==> src/design/mpv_pkg.sv <==
// ----------------------------------------------------------------------------
// mpv_pkg
// Shared types, constants and a SHA-256 round-constant function for the Merkle proof
// verifier.
// ----------------------------------------------------------------------------
package mpv_pkg;

  localparam int HashWords  = 4;
  localparam int WordW      = 64;
  localparam int Rounds     = 64;
  localparam int MsgBits    = 512;

  typedef enum logic [1:0] {
    REQ_LEAF    = 2'd0,
    REQ_SIBLING = 2'd1,
    REQ_ROOT    = 2'd2,
    REQ_NONE    = 2'd3
  } req_t;

  typedef logic [255:0] digest_t;
  typedef logic [511:0] block_t;

  // Start and first-block controls from the sequencer to the compression core
  typedef struct packed {
    logic start;
    logic first;
  } core_ctl_t;

  function automatic logic [31:0] round_k(input logic [5:0] idx);
    logic [31:0] k;
    unique case (idx)
      6'd0: k = 32'h428a2f98;  6'd1: k = 32'h71374491;  6'd2: k = 32'hb5c0fbcf;
      6'd3: k = 32'he9b5dba5;  6'd4: k = 32'h3956c25b;  6'd5: k = 32'h59f111f1;
      6'd6: k = 32'h923f82a4;  6'd7: k = 32'hab1c5ed5;  6'd8: k = 32'hd807aa98;
      6'd9: k = 32'h12835b01;  6'd10: k = 32'h243185be; 6'd11: k = 32'h550c7dc3;
      6'd12: k = 32'h72be5d74; 6'd13: k = 32'h80deb1fe; 6'd14: k = 32'h9bdc06a7;
      6'd15: k = 32'hc19bf174; 6'd16: k = 32'he49b69c1; 6'd17: k = 32'hefbe4786;
      6'd18: k = 32'h0fc19dc6; 6'd19: k = 32'h240ca1cc; 6'd20: k = 32'h2de92c6f;
      6'd21: k = 32'h4a7484aa; 6'd22: k = 32'h5cb0a9dc; 6'd23: k = 32'h76f988da;
      6'd24: k = 32'h983e5152; 6'd25: k = 32'ha831c66d; 6'd26: k = 32'hb00327c8;
      6'd27: k = 32'hbf597fc7; 6'd28: k = 32'hc6e00bf3; 6'd29: k = 32'hd5a79147;
      6'd30: k = 32'h06ca6351; 6'd31: k = 32'h14292967; 6'd32: k = 32'h27b70a85;
      6'd33: k = 32'h2e1b2138; 6'd34: k = 32'h4d2c6dfc; 6'd35: k = 32'h53380d13;
      6'd36: k = 32'h650a7354; 6'd37: k = 32'h766a0abb; 6'd38: k = 32'h81c2c92e;
      6'd39: k = 32'h92722c85; 6'd40: k = 32'ha2bfe8a1; 6'd41: k = 32'ha81a664b;
      6'd42: k = 32'hc24b8b70; 6'd43: k = 32'hc76c51a3; 6'd44: k = 32'hd192e819;
      6'd45: k = 32'hd6990624; 6'd46: k = 32'hf40e3585; 6'd47: k = 32'h106aa070;
      6'd48: k = 32'h19a4c116; 6'd49: k = 32'h1e376c08; 6'd50: k = 32'h2748774c;
      6'd51: k = 32'h34b0bcb5; 6'd52: k = 32'h391c0cb3; 6'd53: k = 32'h4ed8aa4a;
      6'd54: k = 32'h5b9cca4f; 6'd55: k = 32'h682e6ff3; 6'd56: k = 32'h748f82ee;
      6'd57: k = 32'h78a5636f; 6'd58: k = 32'h84c87814; 6'd59: k = 32'h8cc70208;
      6'd60: k = 32'h90befffa; 6'd61: k = 32'ha4506ceb; 6'd62: k = 32'hbef9a3f7;
      default: k = 32'hc67178f2;
    endcase
    return k;
  endfunction

  localparam digest_t InitH = {32'h6a09e667, 32'hbb67ae85, 32'h3c6ef372, 32'ha54ff53a,
                               32'h510e527f, 32'h9b05688c, 32'h1f83d9ab, 32'h5be0cd19};

  // Second block of a 64-byte message: 0x80, zeros, bit length
  localparam block_t PadBlock = {32'h80000000, 448'd0, 32'(MsgBits)};

endpackage

==> src/design/mpv_sha_core.sv <==
// ----------------------------------------------------------------------------
// mpv_sha_core
// One SHA-256 compression, one round per cycle, with a 16-word rolling
// message schedule. Chains from the initial value or from its last digest.
// ----------------------------------------------------------------------------
module mpv_sha_core (
  input  logic                clk,
  input  logic                rst_n,
  input  mpv_pkg::core_ctl_t  ctl,
  input  mpv_pkg::block_t     block,
  output logic                done,
  output mpv_pkg::digest_t    digest
);

  logic [31:0] a_r, b_r, c_r, d_r, e_r, f_r, g_r, h_r;
  logic [31:0] w_r [16];
  mpv_pkg::digest_t hv_r;
  logic [5:0] rnd_r;
  logic       busy_r;
  logic       done_r;

  logic [31:0] s0, s1, ch, maj, t1, t2, w15, w2, ws0, ws1, wnew;

  // Round function and schedule extension
  always_comb begin
    s1   = {e_r[5:0], e_r[31:6]} ^ {e_r[10:0], e_r[31:11]} ^ {e_r[24:0], e_r[31:25]};
    ch   = (e_r & f_r) ^ (~e_r & g_r);
    t1   = h_r + s1 + ch + mpv_pkg::round_k(rnd_r) + w_r[0];
    s0   = {a_r[1:0], a_r[31:2]} ^ {a_r[12:0], a_r[31:13]} ^ {a_r[21:0], a_r[31:22]};
    maj  = (a_r & b_r) ^ (a_r & c_r) ^ (b_r & c_r);
    t2   = s0 + maj;
    w15  = w_r[1];
    w2   = w_r[14];
    ws0  = {w15[6:0], w15[31:7]} ^ {w15[17:0], w15[31:18]} ^ (w15 >> 3);
    ws1  = {w2[16:0], w2[31:17]} ^ {w2[18:0], w2[31:19]} ^ (w2 >> 10);
    wnew = w_r[0] + ws0 + w_r[9] + ws1;
  end

  // Load, run 64 rounds, then fold into the chaining value
  always_ff @(posedge clk) begin
    if (!rst_n) begin
      busy_r <= 1'b0;
      done_r <= 1'b0;
      rnd_r  <= '0;
    end else begin
      done_r <= 1'b0;
      if (ctl.start) begin
        if (ctl.first) begin
          hv_r <= mpv_pkg::InitH;
          {a_r, b_r, c_r, d_r, e_r, f_r, g_r, h_r} <= mpv_pkg::InitH;
        end else begin
          {a_r, b_r, c_r, d_r, e_r, f_r, g_r, h_r} <= hv_r;
        end
        for (int i = 0; i < 16; i++) begin
          w_r[i] <= block[511 - 32*i -: 32];
        end
        rnd_r  <= '0;
        busy_r <= 1'b1;
      end else if (busy_r) begin
        h_r <= g_r; g_r <= f_r; f_r <= e_r; e_r <= d_r + t1;
        d_r <= c_r; c_r <= b_r; b_r <= a_r; a_r <= t1 + t2;
        for (int i = 0; i < 15; i++) begin
          w_r[i] <= w_r[i+1];
        end
        w_r[15] <= wnew;
        rnd_r   <= rnd_r + 6'd1;
        if (rnd_r == 6'(mpv_pkg::Rounds - 1)) begin
          busy_r <= 1'b0;
          done_r <= 1'b1;
          hv_r <= {hv_r[255:224] + (t1 + t2), hv_r[223:192] + a_r,
                   hv_r[191:160] + b_r, hv_r[159:128] + c_r,
                   hv_r[127:96] + d_r + t1, hv_r[95:64] + e_r,
                   hv_r[63:32] + f_r, hv_r[31:0] + g_r};
        end
      end
    end
  end

  assign done   = done_r;
  assign digest = hv_r;

endmodule

==> src/design/merkle_proof_verifier.sv <==
// ----------------------------------------------------------------------------
// merkle_proof_verifier
// Merkle inclusion proof checker over SHA-256, one proof step per transaction.
// ----------------------------------------------------------------------------
// Input channel (in_valid/in_stall): req_type 0 loads the leaf hash, 1 hashes
// the running hash with a sibling (order by in_is_left), 2 compares with a
// root and returns one result transaction; type 3 is dropped.
// Output channel (out_valid/out_stall): out_match, held in an output register
// until taken.
// Sequencing: a leaf or dropped item is taken in ST_IDLE. A sibling item runs
// two compressions of 64 rounds on the shared round unit, through ST_RUN1,
// ST_LOAD2 (the load of the padding block) and ST_RUN2. A root item's result
// appears the next cycle.
// in_stall is high while a compression runs, and while a root result waits
// in the output register when another root item arrives. A stalled output
// holds its value. Reset clears the running hash to zero and empties the
// output register.
// ----------------------------------------------------------------------------
module merkle_proof_verifier (
  input  logic        clk,
  input  logic        rst_n,
  input  logic        in_valid,
  output logic        in_stall,
  input  logic [1:0]  in_req_type,
  input  logic [63:0] in_hash_w0,
  input  logic [63:0] in_hash_w1,
  input  logic [63:0] in_hash_w2,
  input  logic [63:0] in_hash_w3,
  input  logic        in_is_left,
  output logic        out_valid,
  input  logic        out_stall,
  output logic        out_match
);

  typedef enum logic [2:0] {ST_IDLE, ST_RUN1, ST_LOAD2, ST_RUN2} state_t;

  state_t state_r;
  mpv_pkg::digest_t run_r;
  logic out_valid_r, out_match_r;
  mpv_pkg::core_ctl_t ctl;
  mpv_pkg::block_t    blk;
  logic               core_done;
  mpv_pkg::digest_t   core_dig;
  mpv_pkg::digest_t   given;
  logic               accept, out_free, root_acc;

  assign given    = {in_hash_w0, in_hash_w1, in_hash_w2, in_hash_w3};
  assign out_free = !out_valid_r || !out_stall;
  assign in_stall = (state_r != ST_IDLE) ||
                    (in_req_type == mpv_pkg::REQ_ROOT && !out_free);
  assign accept   = in_valid && !in_stall;
  assign root_acc = accept && in_req_type == mpv_pkg::REQ_ROOT;

  // Pick first or padding block
  always_comb begin
    ctl.start = 1'b0;
    ctl.first = 1'b0;
    blk       = mpv_pkg::PadBlock;
    if (state_r == ST_IDLE && accept && in_req_type == mpv_pkg::REQ_SIBLING) begin
      ctl.start = 1'b1;
      ctl.first = 1'b1;
      blk = in_is_left ? {run_r, given} : {given, run_r};
    end else if (state_r == ST_LOAD2) begin
      ctl.start = 1'b1;
    end
  end

  mpv_sha_core u_core (
    .clk    (clk),
    .rst_n  (rst_n),
    .ctl    (ctl),
    .block  (blk),
    .done   (core_done),
    .digest (core_dig)
  );

  // Sequencer, running hash and result register
  always_ff @(posedge clk) begin
    if (!rst_n) begin
      state_r     <= ST_IDLE;
      run_r       <= '0;
      out_valid_r <= 1'b0;
      out_match_r <= 1'b0;
    end else begin
      // Load a new result or drop the one just taken
      if (root_acc) out_valid_r <= 1'b1;
      else if (!out_stall) out_valid_r <= 1'b0;
      unique case (state_r)
        ST_IDLE: begin
          if (accept) begin
            case (in_req_type)
              mpv_pkg::REQ_LEAF:    run_r <= given;
              mpv_pkg::REQ_SIBLING: state_r <= ST_RUN1;
              mpv_pkg::REQ_ROOT:    out_match_r <= (run_r == given);
              default: ;
            endcase
          end
        end
        ST_RUN1:  if (core_done) state_r <= ST_LOAD2;
        ST_LOAD2: state_r <= ST_RUN2;
        ST_RUN2: begin
          if (core_done) begin
            run_r   <= core_dig;
            state_r <= ST_IDLE;
          end
        end
        default: state_r <= ST_IDLE;
      endcase
    end
  end

  assign out_valid = out_valid_r;
  assign out_match = out_match_r;

endmodule

==> config.mk <==
export PLATFORM = sky130hd
export DESIGN_NAME = merkle_proof_verifier
export DESIGN_NICKNAME = d
export VERILOG_FILES = /design/src/design/mpv_pkg.sv /design/src/design/mpv_sha_core.sv /design/src/design/merkle_proof_verifier.sv
export SDC_FILE = /design/constraint.sdc
export NUM_CORES = 2
export LEC_CHECK = 0
export ABC_AREA = 1
export BUFFER_PORTS_ARGS = -buffer_cell sky130_fd_sc_hd__buf_2
export CORE_MARGIN = 1
export CORE_UTILIZATION = 45
export DETAILED_ROUTE_END_ITERATION = 6
export SLEW_MARGIN = 15
export SYNTH_ARGS = -nofsm -noshare
export SYNTH_HDL_FRONTEND = slang
export SYNTH_SLANG_ARGS = --single-unit
==> constraint.sdc <==
create_clock -name clk -period 46.9 [get_ports clk]
set_input_delay 4.69 -clock clk [delete_from_list [all_inputs] [get_ports clk]]
set_output_delay 4.69 -clock clk [all_outputs]
set_load 0.03 [all_outputs]
# Word level (Yosys, flattened, before mapping)
# Memory sizes are Yosys's and may differ from the RTL's. A register that Yosys moved wholly into a read port is not among the register bits.
# Cells that the tools add are included.
word_totals:
  ff_bits: 781
  mem_bits_rw: 512
  romBits: 2048
  wordCells: 184
  mem_count: 2
op_classes:
  addsub: 20
  eq_ne: 14
  muxes: 73
  bitwise: 35
  n_reduce_logical: 24
mem_list:
  columns: ["name", "depth", "width", "rd", "rd_ports_with_merged_regs", "write_ports", "line", "source"]
  rows:
  - ["(no name shown)", 64, 32, 1, 1, 0, "mpv_pkg.sv:31", "unique case (idx)"]
  - ["u_core.w_r", 16, 32, 16, 0, 16, "mpv_sha_core.sv:16", "logic [31:0] w_r [16];"]
op_table:
  columns: ["operator", "count"]
  rows:
  - ["256-bit two-way mux", 7]
  - ["32-bit two-way mux", 40]
  - ["512-bit two-way mux", 2]
  - ["32-bit adder", 19]
  - ["256-bit case mux with 2 select lines", 1]
  - ["32-bit XOR", 9]
  - ["256-bit == test", 1]
  - ["32-bit bitwise AND", 5]
  - ["32-bit NOT", 1]
  - ["32-bit by 22-bit XOR with 32-bit output", 1]
  - ["32-bit by 29-bit XOR with 32-bit output", 1]
  - ["1-bit two-way mux", 16]
  - ["1-bit bitwise OR", 16]
  - ["3-bit two-way mux", 4]
  - ["6-bit two-way mux", 2]
  - ["3-bit case mux with 4 select lines", 1]
  - ["4-bit AND reduction", 3]
  - ["2-bit by 1-bit inequality test with 1-bit output (second input constant)", 5]
  - ["6-bit by 1-bit adder with 6-bit output (second input constant)", 1]
  - ["3-bit by 2-bit == test with 1-bit output (second input constant)", 2]
  - ["6-bit == test (second input constant)", 1]
  - ["2-bit nonzero test", 3]
  - ["1-bit logical AND", 5]
  - ["1-bit zero test", 4]
  - ["other kinds (13)", 16]

# Longest topological paths before layout
logic_depth:
  depth_word: 14
  depth_mapped: 49
  mapped_depth_nobuf: 49

# By module
# A second synthesis with hierarchy kept.
hier_totals:
  hier_cells: 12757
  area_unflattened_um2: 97589.8
modules_own_cells:
  columns: ["module", "n_inst", "cells_per_inst", "area_each_um2"]
  rows:
  - ["mpv_sha_core", 1, 8791, 73937.2]
  - ["merkle_proof_verifier", 1, 3966, 23652.7]

# Worst setup path before layout
# Ideal clock, no wire load.
synth_path:
  path_type: "input to register"
  from: "input port in_req_type[1]"
  to: "register u_core.hv_r[0], in the netlist u_core.digest[0] (enable)"
  setup_time_ns: 1.251
  arrival_time_ns: 24.352
  setup_slack_ns: 21.297
  stages: 10
  path_buffers: 2
  cell_sequence: "inv_1 -> nand4_2 -> nand2_2 -> inv_2 -> nand2_1 -> nor2_1 -> buf_2 -> buf_2 -> nor2_1 -> a211oi_1"
synth_between:
  elab_chain_cells: 10
  word_cells_on_any_way: 14
  classes_between: "3 x eq/ne; 2 x mux; 9 x reduce/logical"
synth_lines:
  columns: ["element", "line", "source"]
  rows:
  - ["start, declared", "merkle_proof_verifier.sv:24", "input logic [1:0] in_req_type,"]
  - ["2-bit == test", "merkle_proof_verifier.sv:50", "(in_req_type == mpv_pkg::REQ_ROOT && !out_free);"]
  - ["1-bit logical AND", "merkle_proof_verifier.sv:50", null]
  - ["1-bit logical OR", "merkle_proof_verifier.sv:49", "assign in_stall = (state_r != ST_IDLE) ||"]
  - ["1-bit zero test", "merkle_proof_verifier.sv:51", "assign accept = in_valid && !in_stall;"]
  - ["1-bit logical AND", "merkle_proof_verifier.sv:51", null]
  - ["1-bit logical AND", "merkle_proof_verifier.sv:59", "if (state_r == ST_IDLE && accept && in_req_type == mpv_pkg::REQ_SIBLING) begin"]
  - ["1-bit logical AND (*)", "merkle_proof_verifier.sv:59", null]
  - ["1-bit two-way mux", "merkle_proof_verifier.sv:59", null]
  - ["2-bit inequality test (no line) / 2-bit nonzero test (equally long branches)", null, null]
  - ["4-bit AND reduction (no line) (*)", null, null]
  - ["end signal, assigned", "mpv_sha_core.sv:49", "hv_r <= mpv_pkg::InitH;"]
  - ["end signal, assigned", "mpv_sha_core.sv:70", "hv_r <= {hv_r[255:224] + (t1 + t2), hv_r[223:192] + a_r,"]
  - ["end, declared", "mpv_sha_core.sv:17", "mpv_pkg::digest_t hv_r;"]
# Mark *: on every way between the ends. The rest lies on a longest branch, timed or not.
# A chain may end at the register's enable or synchronous reset.

# Final worst setup path
layout_path:
  from: "input port in_req_type[1]"
  to: "output port in_stall"
layout_between:
  elab_chain_cells: 3
layout_lines:
  columns: ["element", "line", "source"]
  rows:
  - ["2-bit == test", "merkle_proof_verifier.sv:50", null]
  - ["1-bit logical AND", "merkle_proof_verifier.sv:50", null]
  - ["1-bit logical OR", "merkle_proof_verifier.sv:49", null]
  - ["end, declared", "merkle_proof_verifier.sv:23", "output logic in_stall,"]
# No other way between the ends.

==> impl_metrics.ini <==
[outcome]
outcome = completed

[setup_path]
timing.rr.end = u_core.digest[255]
r2r-start = u_core.e_r[3]
crit_fanout = 3
cp-start-kind = input pin
r2r.worst_path.cells = 37
cp.required_ps = 42210
rrSetupSlack_ps = 37830
endpoint_kind = output port
crit_arrival_ps = 5310
cp-endpoint = in_stall
crit_type = input pin to output port
crit_start = in_req_type[1]

[detailed_routing]
drc = 0
via_count = 88010
firstDrtPassIters = 7
drt_iter0_markers = 13028
wl_microns = 441000
antenna_left = 0
post_drt_wl_per_cell_microns = 31.0
via_per_inst = 6.18

[layout]
drive_gt1_share_pct = 6.23
regArea_sq_um = 36800
area_delta_synth_final_pct = 9.71
fill_cells = 19655
nets = 12292
utilization_pct = 49.9
multi_input_area_sq_um = 48700

[clock_network]
cts_resized = 0
cts.clk_slew.worst_paths_ps = 60
clockRootBuffer = clkbuf_16
numCtsBuffers = 159
hold_buffers = 0
worstSkewPairLatency_ps = 850
clockBufferDepth = 3
htree_levels = 4
cts_setup_buffers = 0
cts_tree = done
cts_sinks = 1324

[logic_synthesis]
syn_inst = 11402
synth_edf_count = 1024
yosys_warnings = 0
netlist_top_cells_count = nand2_1, o21ai_0, inv_1
yosysMostFrequentCell = nand2_1
synth-simple-area-share_pct = 16.9
synth-xor-area-share_pct = 5.14
synth_cell_types = 69
synth_area_sq_um = 92300
synth_top_family_by_area = compound AO/OA/AOI/OAI gates
synth_seq_cells = 1324
ys_seq_area_share_pct = 39.8
synth_top_cell_area_share_pct = 33.3
syn_nets = 12288
synth.area.mux_share_pct = 1.62
synth_compound_area_share_pct = 18.7
synth_area_leaders = edfxtp_1, nand2_1, o21ai_0
avgSynthCellArea_sq_um = 8.09
async_reset_ff_share_pct = 0
synth_adder_area_share_pct = 10.3
synth_top_area_cell = edfxtp_1
synthFlopType = edfxtp_1

[timing]
fin_tns_setup_ps = 0
tightest_slew_ps = 1440
hold_viol = 0
max-slew-margin-rel_pct = 3.42
drv_slew = 0
fmax_mhz = 100
min_period_ps = 10000
setup_violations = 0
period_share_pct = 21.3
timing.clock.skew_ps = 67.4
whs_ps = 471
rsz0062_at_grt = no
fin_ws_ps = 36900

[floorplan]
die_w_microns = 455
die_h_microns = 455
coreArea_sq_um = 203000
ios = 266
num_rows = 165
start_util_pct = 45.5
dieArea_sq_um = 207000

[place]
portBuffers = 265
dpl.hpwl_microns = 342000
gp_congestion = 1.03
dp_slack_ps = 36600

[run]
maxCapViolCount = 0

[global_route]
track_usage_pct = 41.5
antenna_found_initial = 61
grt_start_max_net_pins = 184
grt_pass1_wl_microns = 605000
grt_pass1_vias = 80086
grt.overflow.total = 0

[hold_path]
hold_path_class = flip-flop to flip-flop
-- stage by stage --
step	std cells	instance area [sq um]
detailed placement	13917	95700
floorplan	11402	92300
CTS	14214	101000
finish	14247	101000
global placement	13916	95700
global route	14238	101000
-- cells by family after synthesis --
kind of cell | Yosys count
compound gates | 3115
fa+ha+maj | 623
flops | 1324
xor+xnor | 541
buf+inv | 1812
mux | 149
simple gates | 3838
-- registers in the layout, indices dropped and copies added (netlist names), named ones only --
| register | count |
|---|---|
| out_match | 1 |
| out_valid | 1 |
| run_r | 256 |
| state_r | 2 |
| u_core.a_r | 32 |
| u_core.b_r | 32 |
| u_core.busy_r | 1 |
| u_core.c_r | 32 |
| u_core.d_r | 32 |
| u_core.digest | 256 |
| u_core.done | 1 |
| u_core.e_r | 32 |
| u_core.f_r | 32 |
| u_core.g_r | 32 |
| u_core.h_r | 32 |
| u_core.rnd_r | 6 |
| u_core.w_r | 512 |
-- layer usage --
layer | track usage [%] | vias up | part of all wire (%)
met5 | 0.689 | - | 0.075
met4 | 23.5 | 22 | 6.6
met3 | 11.6 | 946 | 13
met2 | 58.7 | 5591 | 41
met1 | 56.6 | 42661 | 40
li1 | - | 38790 | -
-- how the worst min path moves through the flow --
stage                       start            endpoint  slack (ps)  cells after the start
6_report                out_match           out_match         470                      2
4_1_cts                 out_match           out_match         470                      2
2_1_floorplan  u_core.w_r[0][132]  u_core.w_r[0][100]         500                      2
3_3_place_gp            out_match           out_match         460                      2
3_5_place_dp            out_match           out_match         460                      2
5_1_grt                 out_match           out_match         510                      2
-- area by class of cell --
| class | instances | share of cell area [%] |
|---|---|---|
| well taps | 2672 | 3.30 |
| multi-input cells | 8266 | 48.1 |
| repair buffers | 342 | 1.97 |
| inverters | 1313 | 4.93 |
| clock buffers | 210 | 4.27 |
| diodes | 33 | 0.0816 |
| flip-flops and latches | 1324 | 36.3 |
| clock inverters | 87 | 1.06 |
-- placed cells by master (no fill, tap or decap), types with 17 or more instances in the layout --
master,count
mux2i_1,147
clkinv_1,19
inv_1,1296
o221ai_1,17
diode_2,33
a21oi_1,710
o211ai_1,31
edfxtp_1,1024
ha_1,396
nand2_1,2244
o21a_1,59
a22oi_1,54
clkbuf_1,38
buf_2,263
or2_2,85
o21bai_1,57
xor2_1,251
a21boi_0,22
fa_1,226
o22a_1,28
nor3_1,111
a31oi_1,298
nor2_1,917
a21o_1,74
o22ai_1,44
o21ai_0,1601
clkbuf_16,161
xnor2_1,289
nand4_1,79
o21ai_1,26
clkinv_2,26
nand3_1,316
dfxtp_1,300
nor4_1,33
buf_4,71
-- critical path, cell delays in order --
cell,delay (ps)
buf_2,80
inv_1,60
nor2_1,130
nand2_1,90
nand2_1,60
buf_2,200
Power is left out: the tool's default activity adds up to more than one toggle a clock period on the data nets, which glitch-free logic cannot reach.
